==> src/hw/rtl/ogp_pkg.sv <==
// Shared types and constants for the Ogg page header parser.
package ogp_pkg;

  // Result kinds carried on m_tuser
  localparam logic [1:0] KIND_PACKET = 2'd0;
  localparam logic [1:0] KIND_DONE   = 2'd1;
  localparam logic [1:0] KIND_SYNC   = 2'd2;

  // Header layout
  localparam logic [7:0] LACE_CONTINUE = 8'd255;
  localparam logic [8:0] FIXED_HEADER  = 9'd27;
  localparam logic [8:0] OFFSET_TYPE   = 9'd5;
  localparam logic [8:0] OFFSET_SEGS   = 9'd26;
  localparam logic [8:0] OFFSET_MAX    = 9'h1FF;

  // Capture pattern "OggS", entry 0 is the first byte
  localparam logic [3:0][7:0] CAPTURE_PATTERN = {8'h53, 8'h67, 8'h67, 8'h4F};

  // Output tdata width: 60 payload bits padded to whole bytes
  localparam int unsigned RES_DATA_W = 64;

  // One result item
  typedef struct packed {
    logic [1:0]  kind;
    logic [15:0] packet_length;
    logic [7:0]  packet_index;
    logic [15:0] page_total_length;
    logic [7:0]  packet_count;
    logic        continued_flag;
    logic        first_page_flag;
    logic        last_page_flag;
    logic [8:0]  header_size;
    logic        last;
  } res_t;

  // Results produced by one byte, handed from parser core to result queue
  typedef struct packed {
    logic [1:0] num;
    res_t       r0;
    res_t       r1;
  } push_t;

endpackage

==> src/hw/rtl/ogp_core.sv <==
// Parser state and per-byte decode of the Ogg page header.
module ogp_core
  import ogp_pkg::*;
(
  input  logic       clk,
  input  logic       rst,
  input  logic       fire,
  input  logic       page_start,
  input  logic [7:0] data_byte,
  output push_t      push
);

  logic [8:0]  byte_offset, byte_offset_next;
  logic        hunting, hunting_next;
  logic [2:0]  type_bits, type_bits_next;
  logic [7:0]  segment_count, segment_count_next;
  logic [15:0] packet_accum, packet_accum_next;
  logic [7:0]  entry_count, entry_count_next;
  logic [15:0] total_bytes, total_bytes_next;

  // page_start restarts the header from clean state
  logic [8:0]  off_e;
  logic [2:0]  type_e;
  logic [7:0]  seg_e;
  logic [15:0] accum_e;
  logic [7:0]  entry_e;
  logic [15:0] total_e;
  logic [15:0] accum_sum;
  logic [15:0] total_sum;
  logic        is_cont;
  logic        tbl_end;
  logic        pkt;
  logic [7:0]  entry_after;
  res_t        pkt_res;
  res_t        done_res;
  res_t        sync_res;

  always_comb begin
    off_e   = page_start ? 9'd0  : byte_offset;
    type_e  = page_start ? 3'd0  : type_bits;
    seg_e   = page_start ? 8'd0  : segment_count;
    accum_e = page_start ? 16'd0 : packet_accum;
    entry_e = page_start ? 8'd0  : entry_count;
    total_e = page_start ? 16'd0 : total_bytes;

    accum_sum   = accum_e + {8'd0, data_byte};
    total_sum   = total_e + {8'd0, data_byte};
    is_cont     = (data_byte == LACE_CONTINUE);
    tbl_end     = ({1'b0, off_e} + 10'd1) >= ({1'b0, FIXED_HEADER} + {2'b00, seg_e});
    pkt         = !is_cont || tbl_end;
    entry_after = pkt ? entry_e + 8'd1 : entry_e;

    // packet entry result
    pkt_res               = '0;
    pkt_res.kind          = KIND_PACKET;
    pkt_res.packet_length = accum_sum;
    pkt_res.packet_index  = entry_e;
    pkt_res.last          = !tbl_end;

    // header done result; segment count and totals taken after this byte
    done_res                   = '0;
    done_res.kind              = KIND_DONE;
    done_res.page_total_length = (off_e == OFFSET_SEGS) ? 16'd0 : total_sum;
    done_res.packet_count      = (off_e == OFFSET_SEGS) ? 8'd0 : entry_after;
    done_res.continued_flag    = type_e[0];
    done_res.first_page_flag   = type_e[1];
    done_res.last_page_flag    = type_e[2];
    done_res.header_size       = FIXED_HEADER + ((off_e == OFFSET_SEGS) ?
                                 {1'b0, data_byte} : {1'b0, seg_e});
    done_res.last              = 1'b1;

    sync_res      = '0;
    sync_res.kind = KIND_SYNC;
    sync_res.last = 1'b1;
  end

  // next state and results of one accepted byte
  always_comb begin
    byte_offset_next   = byte_offset;
    hunting_next       = hunting;
    type_bits_next     = type_bits;
    segment_count_next = segment_count;
    packet_accum_next  = packet_accum;
    entry_count_next   = entry_count;
    total_bytes_next   = total_bytes;
    push               = '0;

    if (fire && (page_start || !hunting)) begin
      hunting_next       = 1'b0;
      type_bits_next     = type_e;
      segment_count_next = seg_e;
      packet_accum_next  = accum_e;
      entry_count_next   = entry_e;
      total_bytes_next   = total_e;
      byte_offset_next   = (off_e == OFFSET_MAX) ? off_e : off_e + 9'd1;

      if (off_e < 9'd4) begin
        // capture pattern check
        if (data_byte != CAPTURE_PATTERN[off_e[1:0]]) begin
          push.num     = 2'd1;
          push.r0      = sync_res;
          hunting_next = 1'b1;
        end
      end else if (off_e == OFFSET_TYPE) begin
        type_bits_next = data_byte[2:0];
      end else if (off_e == OFFSET_SEGS) begin
        segment_count_next = data_byte;
        if (data_byte == 8'd0) begin
          push.num     = 2'd1;
          push.r0      = done_res;
          hunting_next = 1'b1;
        end
      end else if (off_e > OFFSET_SEGS) begin
        // lacing table byte
        total_bytes_next  = total_sum;
        packet_accum_next = pkt ? 16'd0 : accum_sum;
        entry_count_next  = entry_after;
        if (pkt && tbl_end) begin
          push.num = 2'd2;
          push.r0  = pkt_res;
          push.r1  = done_res;
        end else if (pkt) begin
          push.num = 2'd1;
          push.r0  = pkt_res;
        end else if (tbl_end) begin
          push.num = 2'd1;
          push.r0  = done_res;
        end
        if (tbl_end) begin
          hunting_next = 1'b1;
        end
      end
    end
  end

  always_ff @(posedge clk) begin
    if (rst) begin
      byte_offset   <= '0;
      hunting       <= 1'b1;
      type_bits     <= '0;
      segment_count <= '0;
      packet_accum  <= '0;
      entry_count   <= '0;
      total_bytes   <= '0;
    end else begin
      byte_offset   <= byte_offset_next;
      hunting       <= hunting_next;
      type_bits     <= type_bits_next;
      segment_count <= segment_count_next;
      packet_accum  <= packet_accum_next;
      entry_count   <= entry_count_next;
      total_bytes   <= total_bytes_next;
    end
  end

endmodule

==> src/hw/rtl/ogp_out_fifo.sv <==
// Four-entry result queue, takes up to two results per cycle, emits one.
module ogp_out_fifo
  import ogp_pkg::*;
(
  input  logic  clk,
  input  logic  rst,
  input  push_t push,
  output logic  space_ok,
  output logic  out_valid,
  input  logic  out_ready,
  output res_t  out_res
);

  res_t       mem [4];
  logic [1:0] wr_ptr;
  logic [1:0] rd_ptr;
  logic [2:0] count;
  logic       pop;

  assign pop       = out_valid && out_ready;
  assign out_valid = (count != 3'd0);
  assign out_res   = mem[rd_ptr];
  // room for the worst case of two results from one byte
  assign space_ok  = (count <= 3'd2);

  // storage
  always_ff @(posedge clk) begin
    if (push.num != 2'd0) begin
      mem[wr_ptr] <= push.r0;
    end
    if (push.num == 2'd2) begin
      mem[wr_ptr + 2'd1] <= push.r1;
    end
  end

  // pointers and fill level
  always_ff @(posedge clk) begin
    if (rst) begin
      wr_ptr <= '0;
      rd_ptr <= '0;
      count  <= '0;
    end else begin
      wr_ptr <= wr_ptr + push.num;
      rd_ptr <= rd_ptr + {1'b0, pop};
      count  <= count + {1'b0, push.num} - {2'b00, pop};
    end
  end

endmodule

==> src/hw/rtl/ogg_page_header_parser.sv <==
// Top level of the Ogg page header parser: input register, parser core, result queue.
//
// Feed one header byte per beat with tuser high on byte 0 of each page. Bytes
// are taken at one per cycle while the queue has room: each beat waits in the
// input register, where the parser core decodes it and writes its results into
// a four-entry queue. A byte gives zero, one or two results; the byte that
// ends the lacing table with a packet closed gives a packet entry then the
// header-done result. The queue drains one result per cycle while m_tready
// is high, so input runs at one byte per cycle as long as results are taken
// at least as fast as they are made. Sync errors and header-done results
// always have tlast set, and bytes seen while waiting for a page start give
// nothing.
module ogg_page_header_parser
  import ogp_pkg::*;
(
  input  logic                  clk,
  input  logic                  rst,
  input  logic                  s_tvalid,
  output logic                  s_tready,
  input  logic [7:0]            s_tdata,   // data_byte
  input  logic                  s_tuser,   // page_start
  output logic                  m_tvalid,
  input  logic                  m_tready,
  // packet_length[15:0], packet_index[23:16], page_total_length[39:24],
  // packet_count[47:40], continued_flag[48], first_page_flag[49],
  // last_page_flag[50], header_size[59:51], zero[63:60]
  output logic [RES_DATA_W-1:0] m_tdata,
  output logic [1:0]            m_tuser,   // kind
  output logic                  m_tlast    // last
);

  logic       in_valid;
  logic       in_start;
  logic [7:0] in_byte;
  logic       space_ok;
  logic       fire;
  push_t      push;
  res_t       out_res;

  assign fire     = in_valid && space_ok;
  assign s_tready = !in_valid || space_ok;

  // input register
  always_ff @(posedge clk) begin
    if (rst) begin
      in_valid <= 1'b0;
    end else if (s_tvalid && s_tready) begin
      in_valid <= 1'b1;
    end else if (fire) begin
      in_valid <= 1'b0;
    end
  end

  always_ff @(posedge clk) begin
    if (s_tvalid && s_tready) begin
      in_start <= s_tuser;
      in_byte  <= s_tdata;
    end
  end

  ogp_core u_core (
    .clk        (clk),
    .rst        (rst),
    .fire       (fire),
    .page_start (in_start),
    .data_byte  (in_byte),
    .push       (push)
  );

  ogp_out_fifo u_fifo (
    .clk       (clk),
    .rst       (rst),
    .push      (push),
    .space_ok  (space_ok),
    .out_valid (m_tvalid),
    .out_ready (m_tready),
    .out_res   (out_res)
  );

  // result packing
  assign m_tdata = {4'd0, out_res.header_size, out_res.last_page_flag,
                    out_res.first_page_flag, out_res.continued_flag,
                    out_res.packet_count, out_res.page_total_length,
                    out_res.packet_index, out_res.packet_length};
  assign m_tuser = out_res.kind;
  assign m_tlast = out_res.last;

  // checks
  a_push_shows: assert property (@(posedge clk) disable iff (rst)
    (push.num != 2'd0) |=> m_tvalid)
    else $error("queued result not presented");

  a_sync_last: assert property (@(posedge clk) disable iff (rst)
    (m_tvalid && (m_tuser == KIND_SYNC)) |-> (m_tlast && (m_tdata == '0)))
    else $error("sync error result malformed");

  a_done_last: assert property (@(posedge clk) disable iff (rst)
    (m_tvalid && (m_tuser == KIND_DONE)) |-> (m_tlast && (m_tdata[59:51] >= 9'd27)))
    else $error("header done result malformed");

  a_held_byte: assert property (@(posedge clk) disable iff (rst)
    (in_valid && !fire) |=> (in_valid && $stable(in_byte) && $stable(in_start)))
    else $error("stalled input byte lost");

endmodule
==> config.mk <==
export PLATFORM = sky130hd
export DESIGN_NAME = ogg_page_header_parser
export DESIGN_NICKNAME = d
export VERILOG_FILES = /design/src/hw/rtl/ogp_pkg.sv /design/src/hw/rtl/ogp_core.sv /design/src/hw/rtl/ogp_out_fifo.sv /design/src/hw/rtl/ogg_page_header_parser.sv
export SDC_FILE = /design/constraint.sdc
export NUM_CORES = 1
export LEC_CHECK = 0
export ABC_AREA = 0
export BUFFER_PORTS_ARGS = -buffer_cell sky130_fd_sc_hd__buf_2
export CAP_MARGIN = 20
export CORE_ASPECT_RATIO = 0.8
export CORE_MARGIN = 5
export CORE_UTILIZATION = 60
export CTS_BUF_LIST = sky130_fd_sc_hd__clkbuf_4 sky130_fd_sc_hd__clkbuf_8
export CTS_CLUSTER_DIAMETER = 80
export DETAILED_ROUTE_END_ITERATION = 8
export HOLD_SLACK_MARGIN = 0.06
export PLACE_DENSITY = 0.74
export SLEW_MARGIN = 10
export SYNTH_ARGS = -nofsm -noshare
export SYNTH_HDL_FRONTEND = slang
export SYNTH_SLANG_ARGS = --single-unit
export TNS_END_PERCENT = 10
==> constraint.sdc <==
create_clock -name clk -period 10.89 [get_ports clk]
set_clock_uncertainty 0.15 [all_clocks]
set_input_delay 0.5445 -clock clk [delete_from_list [all_inputs] [get_ports clk]]
set_output_delay 0.5445 -clock clk [all_outputs]
set_load 0.05 [all_outputs]
# [Yosys cells after proc, flatten, opt, wreduce, memory -nomap -nowiden]
# Memories as Yosys holds them, arrays and structs flattened. A register that Yosys moved wholly into a read port is not among the register bits.
# Cells that the tools add are included.
# Widths: inputs -> output; s select.
[op_classes] n_eq_ne=6 n_lt_le_gt_ge=5 mux=58 reduce_logical=16 n_addsub=12
[op_table] operator="$mux 128" n=3
[op_table] operator="$mux 65" n=4
[op_table] operator="$mux 16" n=12
[op_table] operator="$mux 64" n=3
[op_table] operator="$mux 63" n=2
[op_table] operator="$mux 8" n=13
[op_table] operator="$mux 62" n=1
[op_table] operator="$add 16x8->16" n=2
[op_table] operator="$mux 9" n=2
[op_table] operator="$bmux 8 s2" n=1
[op_table] operator="$mux 1" n=13
[op_table] operator="$add 9x1->10 const B" n=1
[op_table] operator="$ge 10x10->1" n=1
[op_table] operator="$add 5x8->9 const A" n=1
[op_table] operator="$add 5x9->9 const A" n=1
[op_table] operator="$add 9x1->9 const B" n=1
[op_table] operator="$eq 9x3->1 const B" n=1
[op_table] operator="$eq 9x5->1 const B" n=1
[op_table] operator="$eq 9x9->1 const B" n=1
[op_table] operator="$gt 9x5->1 const B" n=1
[op_table] operator="$lt 9x3->1 const B" n=1
[op_table] operator="$mux 3" n=3
[op_table] operator="$add 8x1->8 const B" n=1
[op_table] operator="$eq 8x8->1 const B" n=1
[op_table] operator="other kinds (16)" n=26
[word_totals] input_bits=13 mem_bits_rw=252 reg_bits=78 out_inout_bits=69 memories=1
[mem_list] name="u_fifo.mem" depth=4 word_bits=63 rd=1 rd_clocked_by_memory_dff=1 write_ports=2 line="ogp_out_fifo.sv:14" source="res_t mem [4];"

# [Logic depth before layout (Yosys ltp)]
# Gate-level depths: netlist of the first run.
[depth] depth_word=17 ltp_mapped=22 depth_no_buf=19

# [Hierarchy]
# Synthesis of the first run repeated with hierarchy kept, for this count alone.
[unflattened] cells_unflattened=1482 hier_area_um2=18799.3
[by_module_without_submodules] module="ogp_out_fifo" instances=1 area_each_um2=12617.1 cells_each=655 seq_area_each_um2=7707.4
[by_module_without_submodules] module="ogp_core" instances=1 area_each_um2=5815.6 cells_each=807 seq_area_each_um2=1221.2
[by_module_without_submodules] module="ogg_page_header_parser" instances=1 area_each_um2=366.6 cells_each=20 seq_area_each_um2=290.3

# [Worst setup path before layout of the first run]
# Ideal clock, no wire load.
[synth_timing] kind="register -> register" startpoint="reg in_start" endpoint="mem u_fifo.mem[0][0] (netlist name) (enable)" setup_time_ns=0.518 t_arrival_ns=4.794 path_slack_ns=5.428 t_required_ns=10.222 period_less_slack_ns=5.462 path_stages_with_launch=20 cell_sequence="edfxtp_1 -> inv_2 -> clkbuf_1 -> clkbuf_1 -> buf_1 -> nand2_1 -> inv_1 -> ha_1 -> nand3_1 -> nor2_1 -> nand3_1 -> ha_1 -> ha_1 -> nor2b_1 -> a311oi_4 -> o21a_4 -> a21oi_2 -> o21ai_2 -> buf_2 -> nand2_1"
[synth_rtl] element="start, declared" line="ogg_page_header_parser.sv:33" source="logic in_start;"
[synth_rtl] element="start signal, assigned" line="ogg_page_header_parser.sv:56" source="in_start <= s_tuser;"
[synth_rtl] element="end, declared" line="ogp_out_fifo.sv:14"

==> summary.txt, run 1 <==
Status
  – Status: completed

Critical path
  – Crit-path max FO: 62
  – Setup crit start kind: register
  – Arrival time at the worst endpoint: 6250 ps
  – Worst EP required: 10,810 ps
  – WS Path Type: reg -> reg
  – Crit path capture type: register

Detailed routing
  – Number of DRC markers in iteration 0: 1,322
  – Vias: 12,046
  – DRC viols: 0
  – First drt pass iteration count: 5
  – Per-cell routed wire length: 21.6 µm
  – Routed wire length: 41.5 mm
  – Vias per cell: 6.26
  – Post-route ant nets: 0

CTS
  – CTS tree: built
  – CTS H-tree lvls: 2
  – CTS Buffer Depth: 3
  – Clock transition at path regs: 60 ps
  – CTS sink count: 330
  – CTS Buf Count: 49
  – Later-pin clock latency in the skew report: 570 ps
  – Postcts setup bufs: 0
  – Root buffer cell: clkbuf_8

Place
  – GP Congestion: 0.954
  – PortBufs: 77
  – Detailed placement HPWL: 27.7 mm
  – Placed cell count: 1,825

Job
  – Max-cap violations: 0

Global route
  – First-pass GRT wire length: 64.5 mm
  – Vias in the first global route: 11,370
  – GR Overflow Total: 0
  – Initial antenna violation count: 0
  – Pin count of the biggest net entering global routing: 70
  – GRT Total Usage: 27.3%

Final layout
  – Area of the multi-input gates: 0.00731 mm²
  – Non-Filler Instances: 1,924
  – Fillers: 2,027
  – Nets: 1,584
  – Fraction of layout cells with a size suffix above 1: 19.1%
  – Fin util: 67.3%
  – Register area: 0.00823 mm²
  – Layout area overhead: 10.2%
  – Ant. Diodes: 0

STA
  – Max-slew headroom: 32.1%
  – WHS: 306 ps
  – # setup viols final: 0
  – Fin crit period: 6340 ps
  – Setup_tns: 0 ps
  – Tcrit/Tclk final: 58.2%
  – Worst-margin pin slew: 1020 ps
  – Slew Viols, Final: 0
  – RSZ-0062 raised after global routing: false
  – Max Freq: 158 MHz
  – Final hold violations: 0

Pwr
  – Cell Pwr Density: 170 mW/mm²
  – Clk pwr share: 33.9%
  – Leakage: 0.00633 µW
  – Switch share: 31.1%
  – Flop pwr share: 45.3%
  – Maximum vdd drop: 0.132 mV
  – Combinational share of power: 20.8%
  – Int Pwr: 2080 µW
  – Sw power: 939 µW

Logic synthesis
  – Avg Inst Size Synth: 11.0 µm²
  – Yosys top cell area share: 30.1%
  – XOR/XNOR Fraction of Synth Area: 3.11%
  – Adder-Cell Fraction of Synth Area: 3.41%
  – Mux contribution to synthesized area: 9.29%
  – Ranking of synthesized cells by area: edfxtp_1 30%, dfxtp_1 21%, mux4_2 8.8%
  – Post-Syn Area: 0.0161 mm²
  – Post-Synth Simple-Gate Area: 16.0%
  – Compound-Gate Fraction of Synth Area: 13.5%
  – Synth unique cells: 79
  – Ys flop type: dfxtp_1
  – Number of synthesized flops with an enable pin: 161
  – Synth async-reset ratio: 0%
  – Post-synth top area cell: edfxtp_1
  – Main combinational cell family by area after synthesis: simple AND/OR/NAND/NOR gates
  – Post-synthesis cell count: 1,465
  – Post-synthesis sequential area ratio: 51.1%
  – YS warnings: 0
  – Synth Register Bits: 330

Floorplanning
  – Die Height: 156 µm
  – Initial Utilization: 61.1%
  – Die X: 193 µm
  – # rows: 53
  – Die Outline Area: 0.0302 mm²
  – I/O pin count: 82
  – Core area: 0.0263 mm²

Hold path
  – Class of the worst hold path: reg -> reg
==> power by group through the flow <==
stage                     registers (µW)  logic (µW)  clock network (µW)
after floorplan                     1360         510                   0
after global placement              1390         622                   0
after detailed placement            1390         627                   0
after CTS                           1360         631                1040
after global routing                1370         664                1090
final                               1370         628                1020
==> cells in the final DEF, fill, tap and decap left out, types with 12 or more instances in the layout <==
cell type | synthesis | final
edfxtp_1 | 161 | 161
a22oi_1 | 22 | 22
ha_1 | 39 | 39
buf_4 | 8 | 17
nor2b_1 | 35 | 35
clkbuf_8 | 0 | 54
buf_2 | 25 | 77
a31o_2 | 12 | 12
xnor2_1 | 35 | 35
nand3_1 | 50 | 49
nor3_1 | 25 | 25
a22o_1 | 44 | 44
o21ai_0 | 72 | 72
nand2_1 | 103 | 102
o211ai_1 | 20 | 20
mux4_2 | 63 | 63
nor2_1 | 234 | 234
and3_1 | 19 | 19
xor2_1 | 22 | 22
clkbuf_4 | 0 | 22
dfxtp_1 | 169 | 167
inv_1 | 29 | 29
a21oi_1 | 43 | 43
==> repair_timing <==
action,in CTS,in global routing
hold buffers,10,0
endpoints found under the hold margin,10,0
resized for setup,0,0
==> cell families (layout without fill, tap and decap cells) <==
kind of cell             after synthesis  count (layout)
adder cells (fa/ha/maj)               42              42
flip-flops                           330             330
XOR/XNOR                              57              57
buffers and inverters                125             224
AND/OR/NAND/NOR                      542             542
other                                  1               4
AO/OA/AOI/OAI                        298             298
multiplexers                          70              70
==> final cells by class <==
class	count	area share (%)
clock buffer	76	5.13
sequential	330	46.4
timing repair buffer	104	3.46
inverter	31	0.657
multi-input combinational	1013	41.3
tap	357	2.52
clock inverter	13	0.537
==> per-layer routing <==
metal | vias to the layer above | GRT usage (%) | wire length [µm]
met5 | - | 0 | 0
met4 | 0 | 6.47 | 730
met3 | 59 | 6.47 | 4520
met2 | 614 | 40.3 | 18100
met1 | 5879 | 41.3 | 18100
li1 | 5494 | - | -
==> metrics by stage <==
step / area, µm² / worst slack (ps) / power, µW
6_report: 17700 / 4550 / 3020
5_1_grt: 17700 / 4270 / 3130
4_1_cts: 17700 / 4620 / 3030
3_5_place_dp: 16600 / 4660 / 2020
3_3_place_gp: 16600 / 4840 / 2010
2_1_floorplan: 16100 / 5430 / 1880
==> cells in the mapped netlist (all sizes together), types with 24 or more instances <==
master  instances
nor2          241
dfxtp         169
edfxtp        161
nand2         104
o21ai          85
mux4           63
nand3          50
clkbuf         48
buf            46
a21oi          45
a22o           45
ha             39
nor2b          35
xnor2          35
inv            31
nor3           30
a22oi          24
==> worst max-delay path: stages (launching register included) <==
cell and delay (ps):
edfxtp_1 350, buf_4 340, inv_2 610, nand2_1 210, inv_1 150, ha_1 260, nand3_1 150, nor2_1 200
nand3_1 130, ha_1 330, ha_1 290, nor2b_1 160, a311oi_4 390, o21a_4 240, a21oi_2 60, buf_4 260
o21ai_2 680, nand2_2 790
==> state kept, by name, summed over array words and instances, names as in the netlist <==
register	count
u_core.entry_count	8
u_fifo.wr_ptr	2
u_fifo.count	3
in_byte	8
u_core.packet_accum	16
u_fifo.mem	252
u_core.type_bits	3
u_fifo.rd_ptr	2
u_core.byte_offset	9
u_core.total_bytes	16
in_start	1
u_core.hunting	1
u_core.segment_count	8
in_valid	1
==> worst paths after layout <==
| check | end | slack (ps) | cells past startpoint | start |
|---|---|---|---|---|
| worst min-delay path | u_fifo.mem[1][50]$_SDFFE_PP0N_ | 310 | 2 | u_fifo.mem[1][50]$_SDFFE_PP0N_ |
| worst max register to register | u_fifo.mem[0][30]$_DFFE_PP_ | 4550 | 17 | in_start$_DFFE_PP_ |
| worst max-delay path | u_fifo.mem[0][30]$_DFFE_PP_ | 4550 | 17 | in_start$_DFFE_PP_ |
| worst min register to register | u_fifo.mem[1][50]$_SDFFE_PP0N_ | 310 | 2 | u_fifo.mem[1][50]$_SDFFE_PP0N_ |
Power figures use the tool's default switching activity.
==> inputs of run 2 (changes only) <==
- CORE_UTILIZATION: 60 -> 58
- PLACE_DENSITY: 0.74 -> 0.75
- clock period: 10.89 -> 5.8 ns (I/O delays scaled with it)
==> summary.txt, run 2 (same netlist as run 1, synthesis figures left out) <==
Pwr
  – Cell Pwr Density: 322 mW/mm² (+89%)
  – Leakage: 0.00637 µW (+0.71%)
  – Total chip power: 5730 µW (+90%)
  – Maximum vdd drop: 0.234 mV (+78%)

Global route
  – Vias in the first global route: 11,605 (+2.1%)
  – GRT Total Usage: 26.7% (-0.61 points)
  – Pin count of the biggest net entering global routing: 70 (unchanged)
  – Initial antenna violation count: 0 (unchanged)
  – First-pass GRT wire length: 66.4 mm (+2.8%)
  – GR Overflow Total: 0 (unchanged)

Final layout
  – Largest Register: u_fifo.mem
  – Nets: 1,591 (+0.44%)
  – Ant. Diodes: 0 (unchanged)
  – Commonest non-fill, non-tap cell in the layout: nor2_1
  – Largest register FFs: 252 (unchanged)
  – Biggest regs: u_fifo.mem: 252 flops, u_core.packet_accum: 16 flops, u_core.total_bytes: 16 flops
  – Fin area: 0.0178 mm² (+0.57%)
  – Commonest cells after routing, fill and taps aside: 234 x nor2_1, 167 x dfxtp_1, 161 x edfxtp_1
  – Fraction of layout cells with a size suffix above 1: 19.8% (+0.61 points)
  – Layout area overhead: 10.8%
  – Non-Filler Instances: 1,938 (+0.73%)
  – Fin util: 65.3% (-2.0 points)

STA
  – Worst-margin pin slew: 1100 ps (+80.0 ps)
  – Max-slew headroom: 26.5% (-5.6 points)
  – Final hold violations: 0 (unchanged)
  – # setup viols final: 0 (unchanged)
  – RSZ-0062 raised after global routing: false
  – Slew Viols, Final: 0 (unchanged)
  – Setup_tns: 0 ps (unchanged)
  – Fin crit period: 4740 ps (-1590 ps)
  – Tcrit/Tclk final: 81.8% (+24 points)
  – Max Freq: 211 MHz (+34%)

Critical path
  – Worst EP required: 6090 ps (-4720 ps)
  – WS Path Type: reg -> reg
  – Setup crit start kind: register
  – Crit-path max FO: 13 (-79%)
  – Arrival time at the worst endpoint: 5030 ps (-1220 ps)
  – Crit path capture type: register

CTS
  – Root buffer cell: clkbuf_8
  – CTS Buf Count: 50 (+2.0%)
  – Postcts setup bufs: 0 (unchanged)
  – CTS tree: built
  – Later-pin clock latency in the skew report: 590 ps (+20 ps)
  – CTS H-tree lvls: 2 (unchanged)
  – Clock transition at path regs: 60 ps (about the same)
  – CTS-repair resized insts: 0 (unchanged)
  – CTS sink count: 330 (unchanged)
  – CTS Buffer Depth: 3 (unchanged)

Detailed routing
  – Vias: 12,168 (+1.0%)
  – Vias per cell: 6.28 (+0.28%)
  – Post-route ant nets: 0 (unchanged)
  – Per-cell routed wire length: 21.9 µm (+1.7%)
  – DRC viols: 0 (unchanged)
  – First drt pass iteration count: 5 (unchanged)
  – Number of DRC markers in iteration 0: 1,430 (+8.2%)
  – Routed wire length: 42.5 mm (+2.5%)

Floorplanning
  – Core area: 0.0273 mm² (+3.7%)
  – # rows: 54 (+1.9%)
  – Die Height: 159 µm (+1.6%)
  – Initial Utilization: 58.9% (-2.2 points)
  – I/O pin count: 82 (unchanged)
  – Die X: 196 µm (+1.6%)
  – Die Outline Area: 0.0312 mm² (+3.2%)

Place
  – Detailed placement HPWL: 29.1 mm (+5.1%)
  – GP Congestion: 0.928 (-2.8%)
  – Placed cell count: 1,838 (+0.71%)
  – Placed cell area: 0.0167 mm² (+0.32%)
  – PortBufs: 77 (unchanged)

Status
  – Status: completed

Job
  – Max-cap violations: 0 (unchanged)

Hold path
  – Class of the worst hold path: in -> reg
[run 2: changes by cell type in the layout (fill, tap and decap cells not counted), sizes merged]
cell / previous run / this run
buf: 94 / 100
clkbuf: 76 / 80
bufinv: 1 / 0
clkinv: 11 / 10
inv: 32 / 31
[run 2: cell type report]
| class | count | area [µm²] |
|---|---|---|
| tap | 364 | 455 |
| clock inverter | 10 | 67.6 |
| multi-input combinational | 1013 | 7310 |
| sequential | 330 | 8230 |
| fill | 2066 | 9480 |
| timing repair buffer | 110 | 658 |
| clock buffer | 80 | 982 |
| inverter | 31 | 116 |
[run 2: worst paths after layout]
| kind | cells after the start | slack [ps] | from | end |
|---|---|---|---|---|
| min reg2reg | 2 | 300 | u_fifo.mem[3][58]$_SDFFE_PP0N_ | u_fifo.mem[3][58]$_SDFFE_PP0N_ |
| max | 19 | 1060 | in_start$_DFFE_PP_ | u_fifo.count[2]$_SDFF_PP0_ |
| max reg2reg | 19 | 1060 | in_start$_DFFE_PP_ | u_fifo.count[2]$_SDFF_PP0_ |
| min | 3 | 190 | rst | u_core.byte_offset[1]$_SDFFE_PP0P_ |
[run 2: worst max-delay path, stage by stage, from the launching register on]
cell	delay [ps]
edfxtp_1	430
inv_2	110
nand2_1	110
inv_1	120
ha_1	260
nand3_1	160
nor2_1	210
nand3_1	130
ha_1	330
ha_1	290
nor2b_1	230
a311oi_4	100
o21a_4	190
nor2_1	610
inv_2	200
ha_1	330
inv_1	40
fa_1	370
xnor2_1	170
nor2_1	50
[run 2: power breakdown]
group	switching [µW]	internal (µW)
sequential	103	2490
clock	897	1080
combinational	792	371
[run 2: timing repair]
item / in CTS / in global routing
setup endpoints to repair: 0 / 0
hold buffers: 10 / 0
endpoints found under the hold margin: 10 / 0
[run 2: through the flow]
| stage | hold slack, ps | worst slack (ps) |
|---|---|---|
| 2_1_floorplan | 239 | 338 |
| 3_3_place_gp | 279 | 1270 |
| 3_5_place_dp | 289 | 1110 |
| 4_1_cts | 172 | 1080 |
| 5_1_grt | 210 | 709 |
| 6_report | 186 | 1060 |
[run 2: layer usage]
| metal | wire length [µm] | GRT usage [%] |
|---|---|---|
| met1 | 18300 | 40.0 |
| met2 | 18800 | 40.0 |
| met3 | 4780 | 6.74 |
| met4 | 716 | 5.39 |
| met5 | 0 | 0 |
==> inputs of run 3 (changes only) <==
- clock period: 5.8 -> 3.98 ns (I/O delays scaled with it)
==> summary.txt, run 3 (same netlist as run 1, synthesis figures left out) <==
STA
  – Max-slew headroom: 37.6% (+11 points)
  – # setup viols final: 0 (unchanged)
  – Slew Viols, Final: 0 (unchanged)
  – Worst-margin pin slew: 937 ps (-162 ps)
  – Max Freq: 263 MHz (+25%)
  – RSZ-0062 raised after global routing: true
  – Tcrit/Tclk final: 95.5% (+14 points)
  – WHS: 174 ps (-12.2 ps)
  – Final hold violations: 0 (unchanged)
  – Fin crit period: 3800 ps (-941 ps)

Final layout
  – Nets: 1,635 (+2.8%)
  – Biggest regs: u_fifo.mem: 252 flops, u_core.packet_accum: 16 flops, u_core.total_bytes: 16 flops
  – Fillers: 2,041 (-1.2%)
  – Non-Filler Instances: 1,985 (+2.4%)
  – Largest Register: u_fifo.mem
  – Fraction of layout cells with a size suffix above 1: 22.3% (+2.6 points)
  – Fin util: 67.3% (+2.1 points)
  – Largest register FFs: 252 (unchanged)
  – Layout area overhead: 14.3%
  – Ant. Diodes: 0 (unchanged)
  – Commonest non-fill, non-tap cell in the layout: nor2_1
  – Commonest cells after routing, fill and taps aside: 230 x nor2_1, 166 x dfxtp_1, 161 x edfxtp_1

CTS
  – CTS tree: built
  – CTS Buffer Depth: 3 (unchanged)
  – Later-pin clock latency in the skew report: 590 ps (about the same)
  – Clock transition at path regs: 60 ps (about the same)
  – Root buffer cell: clkbuf_8
  – CTS H-tree lvls: 2 (unchanged)
  – CTS sink count: 330 (unchanged)
  – CTS Buf Count: 52 (+4.0%)

Critical path
  – Crit-path max FO: 6 (-7)
  – Worst EP required: 4270 ps (-1820 ps)
  – WS Path Type: reg -> reg
  – Crit path capture type: register
  – Setup crit start kind: register
  – Arrival time at the worst endpoint: 4090 ps (-940 ps)

Global route
  – Initial antenna violation count: 0 (unchanged)
  – First-pass GRT wire length: 67.4 mm (+1.6%)
  – GR Overflow Total: 0 (unchanged)
  – Pin count of the biggest net entering global routing: 47 (-33%)
  – GRT Total Usage: 26.9% (+0.21 points)
  – Vias in the first global route: 11,891 (+2.5%)

Pwr
  – Leakage: 0.00661 µW (+3.7%)
  – Maximum vdd drop: 0.385 mV (+64%)
  – Total chip power: 8420 µW (+47%)
  – Cell Pwr Density: 458 mW/mm² (+43%)

Floorplanning
  – Initial Utilization: 58.9% (unchanged)
  – # rows: 54 (unchanged)
  – I/O pin count: 82 (unchanged)
  – Die Outline Area: 0.0312 mm² (unchanged)
  – Core area: 0.0273 mm² (unchanged)
  – Die X: 196 µm (unchanged)
  – Die Height: 159 µm (unchanged)

Detailed routing
  – Post-route ant nets: 0 (unchanged)
  – Vias per cell: 6.19 (-1.5%)
  – DRC viols: 0 (unchanged)
  – Per-cell routed wire length: 21.3 µm (-2.8%)
  – Routed wire length: 42.3 mm (-0.41%)
  – Number of DRC markers in iteration 0: 1,259 (-12%)
  – Vias: 12,279 (+0.91%)
  – First drt pass iteration count: 5 (unchanged)

Hold path
  – Class of the worst hold path: in -> reg

Place
  – GP Congestion: 0.933 (+0.64%)
  – Placed cell count: 1,875 (+2.0%)
  – PortBufs: 77 (unchanged)
  – Detailed placement HPWL: 29.3 mm (+0.86%)

Status
  – Status: completed

Job
  – Max-cap violations: 0 (unchanged)
## run 3: changes by cell type in the layout (fill, tap and decap cells not counted), moves of 4 or more
cell and change:
buf_12 +8, clkbuf_8 -4, buf_4 +29, clkinv_1 +9, nor2_1 -4
## run 3: layout make-up
| type | count | area (µm²) | area share, % |
|---|---|---|---|
| Tap cell | 364 | 455 | 2.48 |
| Clock buffer | 77 | 935 | 5.09 |
| Timing Repair Buffer | 152 | 1090 | 5.92 |
| Inverter | 31 | 125 | 0.681 |
| Clock inverter | 18 | 119 | 0.647 |
| Multi-Input combinational cell | 1013 | 7430 | 40.4 |
| Sequential cell | 330 | 8230 | 44.8 |
## run 3: report_power, final
part | total, µW | leakage (µW) | internal, µW | switching (µW)
clock | 2900 | 0.000553 | 1570 | 1330
sequential | 3840 | 0.00289 | 3630 | 211
combinational | 1690 | 0.00317 | 576 | 1110
total | 8420 | 0.00661 | 5780 | 2650
## run 3: worst paths after layout
| check | start | endpoint | slack, ps | cells after the start |
|---|---|---|---|---|
| worst max register to register | in_start$_DFFE_PP_ | u_fifo.count[1]$_SDFF_PP0_ | 180 | 18 |
| worst min register to register | u_fifo.mem[1][52]$_SDFFE_PP0N_ | u_fifo.mem[1][52]$_SDFFE_PP0N_ | 300 | 2 |
| worst max-delay path | in_start$_DFFE_PP_ | u_fifo.count[1]$_SDFF_PP0_ | 180 | 18 |
| worst min-delay path | s_tdata[6] | in_byte[6]$_DFFE_PP_ | 170 | 2 |
## run 3: worst max-delay path, cell delays in order (launching register included)
cell      delay, ps
edfxtp_1        470
inv_2           160
nand2_4          80
inv_4            70
ha_4            170
nand3_4         100
nor2_4          120
nand3_2         120
ha_4            310
ha_4            190
nor2b_4         130
a311oi_4        380
o21a_4          250
nor2_1           70
inv_2            70
ha_1            220
inv_1            70
fa_1            390
nor2b_1         130
## run 3: what timing repair did
item,in CTS,in global routing
endpoints found under the setup margin,0,143
endpoints found under the hold margin,43,0
buffers inserted,0,1
gates resized for setup,0,9
hold buffers,13,0
## run 3: per-stage QoR
step	setup TNS [ps]	instance area, µm²	setup WS [ps]
6_report	0	18400	178
5_1_grt	-26.4	18400	-22.8
4_1_cts	0	18300	103
3_5_place_dp	0	17100	131
3_3_place_gp	0	17100	156
2_1_floorplan	-43150	16200	-405
## run 3: metal layers
metal  up-vias  routed length, µm  track usage [%]
li1       5614                  -                -
met1      5975              18300             41.1
met2       629              18900             40.1
met3        61               4440             5.59
met4         0                623             5.87
met5         -                  0                0
